`src/sv/fpsm_pkg.sv`:
```
// Shared types and constants for the frame interval averager / fps meter.
// Holds window sizing, op codes and the controller/datapath command and status structs.
// No dependencies.
`default_nettype none
package fpsm_pkg;

    localparam int WINDOW_SIZE = 64;
    localparam int IDX_W       = (WINDOW_SIZE > 1) ? $clog2(WINDOW_SIZE) : 1;
    localparam int CNT_W       = $clog2(WINDOW_SIZE + 1);
    localparam int SUM_W       = 32 + $clog2(WINDOW_SIZE);
    localparam int DIV_CNT_W   = $clog2(SUM_W);

    localparam logic [31:0] TPS_RESET = 32'd10000000;

    typedef enum logic [1:0] {
        OP_TICK  = 2'd0,
        OP_START = 2'd1,
        OP_STOP  = 2'd2,
        OP_RESET = 2'd3
    } t_op;

    typedef struct packed {
        logic capture;
        logic exec;
        logic win_rd;
        logic win_upd;
        logic div_start;
        logic avg_load;
        logic tot_a;
        logic tot_b;
        logic out_load;
    } t_cmd;

    typedef struct packed {
        logic tick_run;
        logic div_done;
        logic out_free;
    } t_sts;

endpackage
`default_nettype wire

```
`src/sv/fpsm_div.sv`:
```
// Restoring divider, one quotient bit per cycle, for the window average.
// Depends on fpsm_pkg for the sum and count widths.
`default_nettype none
module fpsm_div (
    input  wire logic                      i_clk,
    input  wire logic                      i_rst_n,
    input  wire logic                      i_start,
    input  wire logic [fpsm_pkg::SUM_W-1:0] i_dividend,
    input  wire logic [fpsm_pkg::CNT_W-1:0] i_divisor,
    output logic                           o_done,
    output logic [fpsm_pkg::SUM_W-1:0]     o_quotient
);
    import fpsm_pkg::*;

    logic                 r_busy;
    logic                 r_done;
    logic [DIV_CNT_W-1:0] r_cnt;
    logic [SUM_W-1:0]     r_quo;
    logic [CNT_W-1:0]     r_rem;
    logic [CNT_W-1:0]     r_dsr;
    logic [CNT_W:0]       trial;
    logic                 q_bit;
    logic [CNT_W-1:0]     n_rem;

    always_comb begin
        trial = {r_rem, r_quo[SUM_W-1]};
        q_bit = (trial >= {1'b0, r_dsr});
        n_rem = q_bit ? CNT_W'(trial - {1'b0, r_dsr}) : trial[CNT_W-1:0];
    end

    always_ff @(posedge i_clk) begin
        if (!i_rst_n) begin
            r_busy <= 1'b0;
            r_done <= 1'b0;
            r_cnt  <= '0;
        end else begin
            r_done <= 1'b0;
            if (i_start) begin
                r_busy <= 1'b1;
                r_cnt  <= '0;
            end else if (r_busy) begin
                r_cnt <= r_cnt + 1'b1;
                if (r_cnt == DIV_CNT_W'(SUM_W - 1)) begin
                    r_busy <= 1'b0;
                    r_done <= 1'b1;
                end
            end
        end
    end

    always_ff @(posedge i_clk) begin
        if (i_start) begin
            r_quo <= i_dividend;
            r_rem <= '0;
            r_dsr <= i_divisor;
        end else if (r_busy) begin
            r_quo <= {r_quo[SUM_W-2:0], q_bit};
            r_rem <= n_rem;
        end
    end

    assign o_done     = r_done;
    assign o_quotient = r_quo;

endmodule
`default_nettype wire

```
`src/sv/fpsm_ctrl.sv`:
```
// Sequencing state machine for one item: op update, window update and divide (running ticks only), totals, result.
// Depends on fpsm_pkg for the command and status structs.
`default_nettype none
module fpsm_ctrl (
    input  wire logic           i_clk,
    input  wire logic           i_rst_n,
    input  wire logic           i_in_valid,
    input  wire fpsm_pkg::t_sts i_sts,
    output fpsm_pkg::t_cmd      o_cmd,
    output logic                o_idle
);
    import fpsm_pkg::*;

    typedef enum logic [3:0] {
        S_IDLE,
        S_EXEC,
        S_WRD,
        S_WUPD,
        S_DGO,
        S_DWAIT,
        S_TOT1,
        S_TOT2,
        S_FIN
    } t_state;

    t_state r_state;

    always_ff @(posedge i_clk) begin
        if (!i_rst_n) begin
            r_state <= S_IDLE;
        end else begin
            case (r_state)
                S_IDLE:  if (i_in_valid) r_state <= S_EXEC;
                S_EXEC:  r_state <= i_sts.tick_run ? S_WRD : S_TOT1;
                S_WRD:   r_state <= S_WUPD;
                S_WUPD:  r_state <= S_DGO;
                S_DGO:   r_state <= S_DWAIT;
                S_DWAIT: if (i_sts.div_done) r_state <= S_TOT1;
                S_TOT1:  r_state <= S_TOT2;
                S_TOT2:  r_state <= S_FIN;
                S_FIN:   if (i_sts.out_free) r_state <= S_IDLE;
                default: r_state <= S_IDLE;
            endcase
        end
    end

    always_comb begin
        o_cmd           = '0;
        o_cmd.capture   = (r_state == S_IDLE) && i_in_valid;
        o_cmd.exec      = (r_state == S_EXEC);
        o_cmd.win_rd    = (r_state == S_WRD);
        o_cmd.win_upd   = (r_state == S_WUPD);
        o_cmd.div_start = (r_state == S_DGO);
        o_cmd.avg_load  = (r_state == S_DWAIT) && i_sts.div_done;
        o_cmd.tot_a     = (r_state == S_TOT1);
        o_cmd.tot_b     = (r_state == S_TOT2);
        o_cmd.out_load  = (r_state == S_FIN) && i_sts.out_free;
    end

    assign o_idle = (r_state == S_IDLE);

endmodule
`default_nettype wire

```
`src/sv/fpsm_dp.sv`:
```
// Datapath: timer stamps, interval window memory, rate counter, totals and result register.
// Depends on fpsm_pkg and instantiates fpsm_div.
`default_nettype none
module fpsm_dp (
    input  wire logic           i_clk,
    input  wire logic           i_rst_n,
    input  wire fpsm_pkg::t_cmd i_cmd,
    output fpsm_pkg::t_sts      o_sts,
    input  wire logic [1:0]     i_op,
    input  wire logic [63:0]    i_timestamp,
    input  wire logic           i_cfg_we,
    input  wire logic [31:0]    i_cfg_data,
    input  wire logic           i_out_stall,
    output logic                o_out_valid,
    output logic [31:0]         o_avg_frame_ticks,
    output logic [15:0]         o_frame_rate,
    output logic [63:0]         o_total_ticks,
    output logic                o_is_stopped
);
    import fpsm_pkg::*;

    logic [31:0]            r_tps;
    t_op                    r_op;
    logic [63:0]            r_stamp;
    logic [63:0]            r_last;
    logic [63:0]            r_base;
    logic [63:0]            r_stop;
    logic [63:0]            r_paused;
    logic [63:0]            r_latest;
    logic                   r_stopped;
    logic [31:0]            r_interval;
    logic                   r_accept;
    logic [31:0]            r_win [WINDOW_SIZE];
    logic [WINDOW_SIZE-1:0] r_wvalid;
    logic [31:0]            r_old;
    logic                   r_old_vld;
    logic [SUM_W-1:0]       r_sum;
    logic [IDX_W-1:0]       r_head;
    logic [CNT_W-1:0]       r_count;
    logic [31:0]            r_avg;
    logic [15:0]            r_frames;
    logic [63:0]            r_accum;
    logic [15:0]            r_rate;
    logic [63:0]            r_tot;
    logic                   r_out_valid;

    logic [63:0]            delta;
    logic [31:0]            n_interval;
    logic [31:0]            diff;
    logic [31:0]            old_val;
    logic [15:0]            n_frames;
    logic [63:0]            n_accum;
    logic                   div_done;
    logic [SUM_W-1:0]       quotient;

    always_comb begin
        delta      = r_stamp - r_last;
        n_interval = (|delta[63:32]) ? 32'hFFFF_FFFF : delta[31:0];
        diff       = (r_interval >= r_avg) ? (r_interval - r_avg) : (r_avg - r_interval);
        old_val    = r_old_vld ? r_old : 32'd0;
        n_frames   = (r_frames != 16'hFFFF) ? (r_frames + 16'd1) : r_frames;
        n_accum    = r_accum + {32'd0, r_interval};
    end

    // Control and architectural state.
    always_ff @(posedge i_clk) begin
        if (!i_rst_n) begin
            r_tps       <= TPS_RESET;
            r_last      <= '0;
            r_base      <= '0;
            r_stop      <= '0;
            r_paused    <= '0;
            r_latest    <= '0;
            r_stopped   <= 1'b0;
            r_wvalid    <= '0;
            r_sum       <= '0;
            r_head      <= '0;
            r_count     <= '0;
            r_avg       <= '0;
            r_frames    <= '0;
            r_accum     <= '0;
            r_rate      <= '0;
            r_out_valid <= 1'b0;
        end else begin
            if (i_cfg_we) begin
                r_tps <= i_cfg_data;
            end
            if (i_cmd.exec) begin
                case (r_op)
                    OP_TICK: begin
                        if (r_stopped) begin
                            r_avg <= '0;
                        end else begin
                            r_last   <= r_stamp;
                            r_latest <= r_stamp;
                        end
                    end
                    OP_START: begin
                        if (r_stopped) begin
                            r_paused  <= r_paused + r_stamp - r_stop;
                            r_last    <= r_stamp;
                            r_stop    <= '0;
                            r_stopped <= 1'b0;
                        end
                    end
                    OP_STOP: begin
                        if (!r_stopped) begin
                            r_stop    <= r_stamp;
                            r_stopped <= 1'b1;
                        end
                    end
                    default: begin
                        r_base    <= r_stamp;
                        r_last    <= r_stamp;
                        r_stop    <= '0;
                        r_stopped <= 1'b0;
                    end
                endcase
            end
            if (i_cmd.win_upd) begin
                if (r_accept) begin
                    r_sum            <= r_sum - SUM_W'(old_val) + SUM_W'(r_interval);
                    r_wvalid[r_head] <= 1'b1;
                    r_head           <= (r_head == IDX_W'(WINDOW_SIZE - 1)) ?
                                        '0 : r_head + 1'b1;
                    if (r_count < CNT_W'(WINDOW_SIZE)) begin
                        r_count <= r_count + 1'b1;
                    end
                end
                if (n_accum > {32'd0, r_tps}) begin
                    r_rate   <= n_frames;
                    r_frames <= '0;
                    r_accum  <= '0;
                end else begin
                    r_frames <= n_frames;
                    r_accum  <= n_accum;
                end
            end
            if (i_cmd.avg_load) begin
                r_avg <= (r_count == '0) ? 32'd0 : quotient[31:0];
            end
            if (i_cmd.out_load) begin
                r_out_valid <= 1'b1;
            end else if (!i_out_stall) begin
                r_out_valid <= 1'b0;
            end
        end
    end

    // Payload and working registers.
    always_ff @(posedge i_clk) begin
        if (i_cmd.capture) begin
            r_op    <= t_op'(i_op);
            r_stamp <= i_timestamp;
        end
        if (i_cmd.exec) begin
            r_interval <= n_interval;
        end
        if (i_cmd.win_rd) begin
            r_accept <= (diff < r_tps);
        end
        if (i_cmd.tot_a) begin
            r_tot <= (r_stopped ? r_stop : r_latest) - r_paused;
        end
        if (i_cmd.tot_b) begin
            r_tot <= r_tot - r_base;
        end
        if (i_cmd.out_load) begin
            o_avg_frame_ticks <= r_avg;
            o_frame_rate      <= r_rate;
            o_total_ticks     <= r_tot;
            o_is_stopped      <= r_stopped;
        end
    end

    // Window memory: one registered read, one write.
    always_ff @(posedge i_clk) begin
        if (i_cmd.win_rd) begin
            r_old     <= r_win[r_head];
            r_old_vld <= r_wvalid[r_head];
        end
        if (i_cmd.win_upd && r_accept) begin
            r_win[r_head] <= r_interval;
        end
    end

    fpsm_div u_div (
        .i_clk      (i_clk),
        .i_rst_n    (i_rst_n),
        .i_start    (i_cmd.div_start),
        .i_dividend (r_sum),
        .i_divisor  (r_count),
        .o_done     (div_done),
        .o_quotient (quotient)
    );

    always_comb begin
        o_sts          = '0;
        o_sts.tick_run = (r_op == OP_TICK) && !r_stopped;
        o_sts.div_done = div_done;
        o_sts.out_free = !r_out_valid || !i_out_stall;
    end

    assign o_out_valid = r_out_valid;

endmodule
`default_nettype wire

```
`src/sv/frame_interval_averager_fps_meter_core.sv`:
```
// Top level of the frame interval averager and frame-rate meter.
// Depends on fpsm_pkg; instantiates fpsm_ctrl and fpsm_dp (which holds fpsm_div).
//
// Usage:
//   Input channel (i_in_valid / o_in_stall): one beat per event, op plus timestamp sample.
//   Output channel (o_out_valid / i_out_stall): one result beat per input beat, in order:
//   average frame interval, frames in the last completed second, running time minus
//   paused time, and the stopped flag.
//   Config channel (i_cfg_valid / o_cfg_ready / i_cfg_data): writes ticks_per_second;
//   write it only while no beat is in flight.
// Processing steps:
//   A tick while running raises o_out_valid after op update, window read and compare,
//   window/rate update, divider start, the shift steps of the divide plus its done
//   step, and two 64-bit subtract steps for the total. Other ops go through op update,
//   the two subtract steps and the result step. One beat is in work at a time, so a new
//   beat is taken only once the last one's result is loaded; the divider sets the tick rate.
// Reset (synchronous, active low) clears all timer state, the rate counters and the
//   window valid bits and loads 10,000,000 ticks per second; input and config stall.
// Back-pressure: the result register holds a beat while i_out_stall is high; the next
//   beat is accepted and processed meanwhile and waits only at its final step.
`default_nettype none
module frame_interval_averager_fps_meter_core (
    input  wire logic        i_clk,
    input  wire logic        i_rst_n,
    input  wire logic        i_in_valid,
    output logic             o_in_stall,
    input  wire logic [1:0]  i_op,
    input  wire logic [63:0] i_timestamp,
    output logic             o_out_valid,
    input  wire logic        i_out_stall,
    output logic [31:0]      o_avg_frame_ticks,
    output logic [15:0]      o_frame_rate,
    output logic [63:0]      o_total_ticks,
    output logic             o_is_stopped,
    input  wire logic        i_cfg_valid,
    output logic             o_cfg_ready,
    input  wire logic [31:0] i_cfg_data
);
    import fpsm_pkg::*;

    t_cmd cmd;
    t_sts sts;
    logic ctrl_idle;

    // Hold off input while an item is in work or reset is asserted.
    assign o_in_stall  = !i_rst_n || !ctrl_idle;
    assign o_cfg_ready = i_rst_n;

    fpsm_ctrl u_ctrl (
        .i_clk      (i_clk),
        .i_rst_n    (i_rst_n),
        .i_in_valid (i_in_valid),
        .i_sts      (sts),
        .o_cmd      (cmd),
        .o_idle     (ctrl_idle)
    );

    fpsm_dp u_dp (
        .i_clk             (i_clk),
        .i_rst_n           (i_rst_n),
        .i_cmd             (cmd),
        .o_sts             (sts),
        .i_op              (i_op),
        .i_timestamp       (i_timestamp),
        .i_cfg_we          (i_cfg_valid && o_cfg_ready),
        .i_cfg_data        (i_cfg_data),
        .i_out_stall       (i_out_stall),
        .o_out_valid       (o_out_valid),
        .o_avg_frame_ticks (o_avg_frame_ticks),
        .o_frame_rate      (o_frame_rate),
        .o_total_ticks     (o_total_ticks),
        .o_is_stopped      (o_is_stopped)
    );

    // An accepted beat makes the block busy on the next cycle.
    a_busy_after_accept: assert property (@(posedge i_clk) disable iff (!i_rst_n)
        (i_in_valid && !o_in_stall) |=> o_in_stall)
        else $error("input accepted but block not busy next cycle");

    // A new result is loaded only when the result register is free.
    a_load_when_free: assert property (@(posedge i_clk) disable iff (!i_rst_n)
        cmd.out_load |-> (!o_out_valid || !i_out_stall))
        else $error("result register overwritten while stalled");

    // A result appears only at the end of work, never from the idle state.
    a_result_from_work: assert property (@(posedge i_clk) disable iff (!i_rst_n)
        $rose(o_out_valid) |-> $past(o_in_stall))
        else $error("result raised without an item in work");

    // Divider completion only arrives while the datapath is busy with a tick.
    a_div_in_work: assert property (@(posedge i_clk) disable iff (!i_rst_n)
        sts.div_done |-> o_in_stall)
        else $error("divider finished while idle");

endmodule
`default_nettype wire
```
`config.mk`:
```
export PLATFORM = sky130hd
export DESIGN_NAME = frame_interval_averager_fps_meter_core
export DESIGN_NICKNAME = d
export VERILOG_FILES = /design/src/sv/fpsm_pkg.sv /design/src/sv/fpsm_div.sv /design/src/sv/fpsm_ctrl.sv /design/src/sv/fpsm_dp.sv /design/src/sv/frame_interval_averager_fps_meter_core.sv
export SDC_FILE = /design/constraint.sdc
export NUM_CORES = 2
export LEC_CHECK = 0
export BUFFER_PORTS_ARGS = -buffer_cell sky130_fd_sc_hd__clkbuf_2
export CAP_MARGIN = 15
export CORE_MARGIN = 1.5
export CORE_UTILIZATION = 35
export DETAILED_ROUTE_END_ITERATION = 16
export SYNTH_ARGS = -nofsm -noshare
export SYNTH_HDL_FRONTEND = slang
export SYNTH_SLANG_ARGS = --single-unit
```
`constraint.sdc`:
```
create_clock -name i_clk -period 8.1 [get_ports i_clk]
set_input_delay 0.81 -clock i_clk [delete_from_list [all_inputs] [get_ports i_clk]]
set_output_delay 0.81 -clock i_clk [all_outputs]
set_load 0.02 [all_outputs]
```
== After elaboration in Yosys (flattened, before gate mapping) ==
Memory sizes are Yosys's and may differ from the RTL's. A register that Yosys moved wholly into a read port is not among the register bits.
Index checks and enable logic that the tools add are counted.
Widths: inputs -> output; s select.

* Add/subtract/negate cells: 15
* $lt $le $gt $ge: 7
* Eq/ne operators: 20
* Muxes and demuxes: 40
* Bitwise operators: 7
* Reduce and logical (&&, ||, !) cells: 37

{| class="wikitable"
|+ Operator list
! kind !! count
|-
| $mux 64 || 7
|-
| $pmux 64 s3 || 2
|-
| $sub 64x64->64 || 4
|-
| $mux 32 || 7
|-
| $mux 38 || 2
|-
| $add 64x32->64 || 1
|-
| $add 64x64->64 || 1
|-
| $gt 64x32->1 || 1
|-
| $or 64x64->64 || 1
|-
| $sub 32x32->32 || 2
|-
| $add 38x32->38 || 1
|-
| $sub 38x32->38 || 1
|-
| $pmux 4 s9 || 1
|-
| $ge 32x32->1 || 1
|-
| $lt 32x32->1 || 1
|-
| $mux 16 || 2
|-
| $reduce_or 32->1 || 1
|-
| $add 16x1->16 const B || 1
|-
| $eq 4x3->1 const B || 4
|-
| $ne 16x16->1 const B || 1
|-
| $reduce_and 3->1 || 5
|-
| $add 6x1->6 const B || 2
|-
| $eq 6x6->1 const B || 2
|-
| $mux 4 || 3
|-
| other kinds (32) || 72
|}

* Register bits: 938
* Memory bits (writable): 2,048
* Input port bits: 103
* Output and inout bits: 116
* Word-level logic and storage cells: 160
* Memories: 1

{| class="wikitable"
|+ Memory list
! name !! words !! bits a word !! read ports !! clocked after memory_dff !! wr ports !! line !! RTL
|-
| u_dp.r_win || 64 || 32 || 1 || 1 || 1 || fpsm_dp.sv:33 || <nowiki>logic [31:0] r_win [WINDOW_SIZE];</nowiki>
|}

== Depth between registers and ports, before layout ==
* Word-level depth: 5
* Mapped depth: 31
* Depth with buffers taken out: 29

== By module ==
From an unflattened synthesis, not the netlist that was laid out.

* Cells, all modules: 11,136
* Area, all modules: 135,925.4 um2

{| class="wikitable"
|+ Modules (own cells, without submodules)
! module !! instances !! cells an instance !! area an instance (um2) !! seq. area each (um2)
|-
| fpsm_dp || 1 || 10,872 || 132,682.3 || 82,729.3
|-
| fpsm_div || 1 || 224 || 2,935.3 || 1,651.6
|-
| fpsm_ctrl || 1 || 37 || 290.3 || 80.1
|-
| frame_interval_averager_fps_meter_core || 1 || 3 || 17.5 || 0.0
|}

== Worst setup path after synthesis ==
Ideal clock, no wire load.

* Path kind: input to register
* From: in i_out_stall
* To: reg u_dp.o_avg_frame_ticks[0], enable pin
* Setup time: 622 ps
* Data arrival time: 6,277 ps
* Required time: 7,478 ps
* Slack: 1,201 ps
* Stages: 1
* Buffers on the path: 0
* Cells stage by stage: a21oi_1

* Word-level cells in the longest chain between the ends: 3

{| class="wikitable"
|+ Ends and longest elaborated chain
! what !! line !! RTL
|-
| start: declaration || frame_interval_averager_fps_meter_core.sv:30 || <nowiki>input wire logic i_out_stall,</nowiki>
|-
| $logic_not 1->1 || -- ||
|-
| $logic_or 1x1->1 || fpsm_dp.sv:201 || <nowiki>o_sts.out_free = !r_out_valid || !i_out_stall;</nowiki>
|-
| $logic_and 1x1->1 || fpsm_ctrl.sv:57 || <nowiki>o_cmd.out_load = (r_state == S_FIN) && i_sts.out_free;</nowiki>
|-
| end signal: assignment || fpsm_dp.sv:169 || <nowiki>o_avg_frame_ticks <= r_avg;</nowiki>
|-
| end: declaration || fpsm_dp.sv:15 || <nowiki>output logic [31:0] o_avg_frame_ticks,</nowiki>
|}

No other way between the ends.
A chain may end at the register's enable or synchronous reset.

== Worst setup path after layout ==
* From: reg u_dp.r_interval[11]
* To: reg u_dp.r_frames[1]

* Word-level cells in the longest chain between the ends: 3

{| class="wikitable"
|+ Ends and longest elaborated chain
! what !! line !! RTL
|-
| start: declaration || fpsm_dp.sv:31 || <nowiki>logic [31:0] r_interval;</nowiki>
|-
| start signal: assignment || fpsm_dp.sv:157 || <nowiki>r_interval <= n_interval;</nowiki>
|-
| $add 64x32->64 || fpsm_dp.sv:62 || <nowiki>n_accum = r_accum + {32'd0, r_interval};</nowiki>
|-
| $gt 64x32->1 || fpsm_dp.sv:130 || <nowiki>if (n_accum > {32'd0, r_tps}) begin</nowiki>
|-
| $mux 16 || fpsm_dp.sv:130 ||
|-
| end signal: assignment || fpsm_dp.sv:135 || <nowiki>r_frames <= n_frames;</nowiki>
|-
| end: declaration || fpsm_dp.sv:41 || <nowiki>logic [15:0] r_frames;</nowiki>
|}

No other way between the ends.

==> flow_summary.toml <==
[outcome]
status = "finished, final reports clean"

[drt]
vias = 92998
routed_wl_um = 432400
ant_nets = 0
remaining_drc_errors = 0
detail_route.first_pass.iterations = 8
drt-initial-drc-count = 9711
wire_per_inst_um = 26.28
drt-vias-per-instance = 5.651

[synth]
synth_area_leaders = "edfxtp_1, dfxtp_1, ha_1"
netlist_instances = 10957
synthTopCellsByCount = "edfxtp_1, nand2_1, a21oi_1, a22oi_1, inv_1"
syn_area_per_cell_sq_um = 12.28
synthArstFlopShare = 0
synth_nets = 11624
syn_area_sq_um = 134600
ys.flop_type = "edfxtp_1"
synth_edf_count = 2402
synth-seq-area-share = 0.6276
ys_types = 83
synth_top_area_frac = 0.5360
synth_top_area_cell = "edfxtp_1"
synth_seq_cells = 3018
yosysMostFrequentCell = "edfxtp_1"
ys_warn_count = 0

[cts]
numCtsBuffers = 320
numClockSinks = 3018
ctsHtreeMaxLevel = 5
cts.path.max_buffers = 4
hold_buffers = 0
path_clk_slew_ps = 60
clkLatencyLatePin_ps = 940
cts_tree = "built"
cts-root-buf = "clkbuf_16"
post_cts_buffers = 0
cts_resized = 0

[global_route]
grt_usage = 0.2148
antenna_found_initial = 23
grt_max_degree = 202
grt_pass1_wl_um = 621000
grt-ovfl-total = 0
grt_pass1_vias = 89331

[hold_path]
hold_class = "in -> reg"

[cells_and_area]
area_growth_pct = 13.57
fillerInstances = 35727
drive_above_1_share = 0.1020
fin_util = 0.3995
nNetsFinal = 11812

[floorplanning]
fp.dieW_um = 623.1
die_area_sq_um = 388200
io_pins = 219
placementRows = 227
initial_core_util = 0.3517
die_y_um = 623.1
core_sq_um = 382600

[critical_path]
cp-start-kind = "register"
critPathKind = "reg -> reg"
cp.arrival_ps = 7530
crit_path_max_fanout = 19
endpoint_kind = "register"
cp_data_required_time_ps = 8930

[placement]
place_congestion = 0.9234
dp_hpwl_um = 268200
port_buffers = 218

[timing]
post-route-min-period_ps = 6704
fmax_mhz = 149.2
finalHoldWorstSlack_ps = 82.63
setup_tns_ps = 0
slew_headroom = 0.1426
grt_setup_unrepaired = "no"
worst_pin_slew_ps = 1277
clock_skew_ps = 103.6
hold_violations = 0
report.final.slew_viol_count = 0
fin_crit_sh = 0.8276
finalSetupViolations = 0

[power]
power_density_nw_per_um2 = 233.4
max-vdd-ir-drop_mv = 0.1724
cellLeakagePower_uw = 0.05174

[run]
drv_cap = 0
[sequential cells by signal, summed over array words and instances, names as in the netlist, 38 cells and up]
| register | count |
|---|---|
| u_dp.r_stop | 64 |
| u_dp.o_total_ticks | 64 |
| u_dp.r_accum | 64 |
| u_dp.r_latest | 64 |
| u_dp.r_stamp | 64 |
| u_dp.r_sum | 38 |
| u_dp.u_div.o_quotient | 38 |
| u_dp.r_paused | 64 |
| u_dp.r_last | 64 |
| u_dp.r_tot | 64 |
| u_dp.r_wvalid | 64 |
| u_dp.r_win | 2048 |
| u_dp.r_base | 64 |
[cell families after synthesis]
logic type	Yosys count	synth area share
DFF	3018	0.6276
AOI/OAI and AO/OA	3199	0.1613
muxes	164	0.01318
buffers and inverters	1246	0.03504
xor gates and xnor gates	331	0.02154
and+or+nand+nor	2435	0.08316
adders and majority gates	564	0.05813
[final timing paths]
kind,start,end,slack [ps],cells after the start
worst max-delay path,u_dp.r_interval[11]$_SDFFCE_PP1P_,u_dp.r_frames[1]$_SDFFE_PN0P_,1400,22
worst min-delay path,i_timestamp[25],u_dp.r_stamp[25]$_DFFE_PP_,80,1
worst max register to register,u_dp.r_interval[11]$_SDFFCE_PP1P_,u_dp.r_frames[1]$_SDFFE_PN0P_,1400,22
worst min register to register,u_dp.r_tot[23]$_DFFE_PP_,u_dp.o_total_ticks[23]$_DFFE_PP_,430,0
[through the flow]
step / setup WS, ps / total power (uW) / instance area, sq um / std cells
after floorplan: 1201 / 20050 / 134600 / 10957
after global placement: 1491 / 21260 / 142400 / 15859
after detailed placement: 1496 / 21270 / 142400 / 15860
after CTS: 1451 / 35840 / 152800 / 16445
after global routing: 1014 / 36840 / 152800 / 16450
final: 1396 / 35680 / 152800 / 16456
[area by class of cell]
class                      count  area (sq um)  share of cell area
clock buffer                 424          8827             0.05776
inverter                     672          2530             0.01655
antenna                       10         25.02           0.0001637
multi-input combinational   6693         46100              0.3016
clock inverter               161          1609             0.01053
timing repair buffer         440          2973             0.01945
sequential                  3018         84460              0.5527
tap                         5038          6304             0.04125
[critical path, cell delays in order, from the launching register on]
cell	delay [ps]
edfxtp_1	350
buf_4	310
ha_1	380
nand3_1	170
o2bb2ai_1	100
a221oi_1	540
a21oi_1	300
o21ai_0	450
nand2_1	220
a21oi_1	280
xnor2_1	200
ha_1	290
nand3_1	110
nor2_1	50
a221oi_1	290
o211ai_1	140
o21ai_0	170
o311a_1	250
and4_1	180
and4_2	500
and2_1	950
a32oi_1	230
nor2_1	120
[cell usage in the layout (no fill, tap or decap), types with 106 or more instances in the layout]
cell / instances
clkbuf_2: 217
a31oi_1: 221
a221oi_1: 220
a22o_1: 206
ha_1: 462
a21o_1: 210
xor2_1: 138
nand3_1: 186
nor2_1: 574
nand2_1: 900
xnor2_1: 193
a22oi_1: 760
edfxtp_1: 2402
clkbuf_16: 326
a21oi_1: 829
inv_1: 669
o21ai_0: 290
buf_4: 206
mux2_2: 106
nand4_1: 168
dfxtp_1: 615
[where the power goes]
part	leakage, uW	switching (uW)	total, uW	internal (uW)
combinational	0.0206	2440	3890	1460
clock	0.00511	6250	14700	8440
sequential	0.0261	219	17100	16900
[layer usage]
metal  GRT usage  vias up  part of all wire
li1            -    41851                 -
met1      0.2825    46523              0.41
met5           0        -           0.00017
met2      0.3520     3921              0.47
met3     0.03482      693             0.081
met4     0.08945       10             0.046
Power figures use the tool's default switching activity.
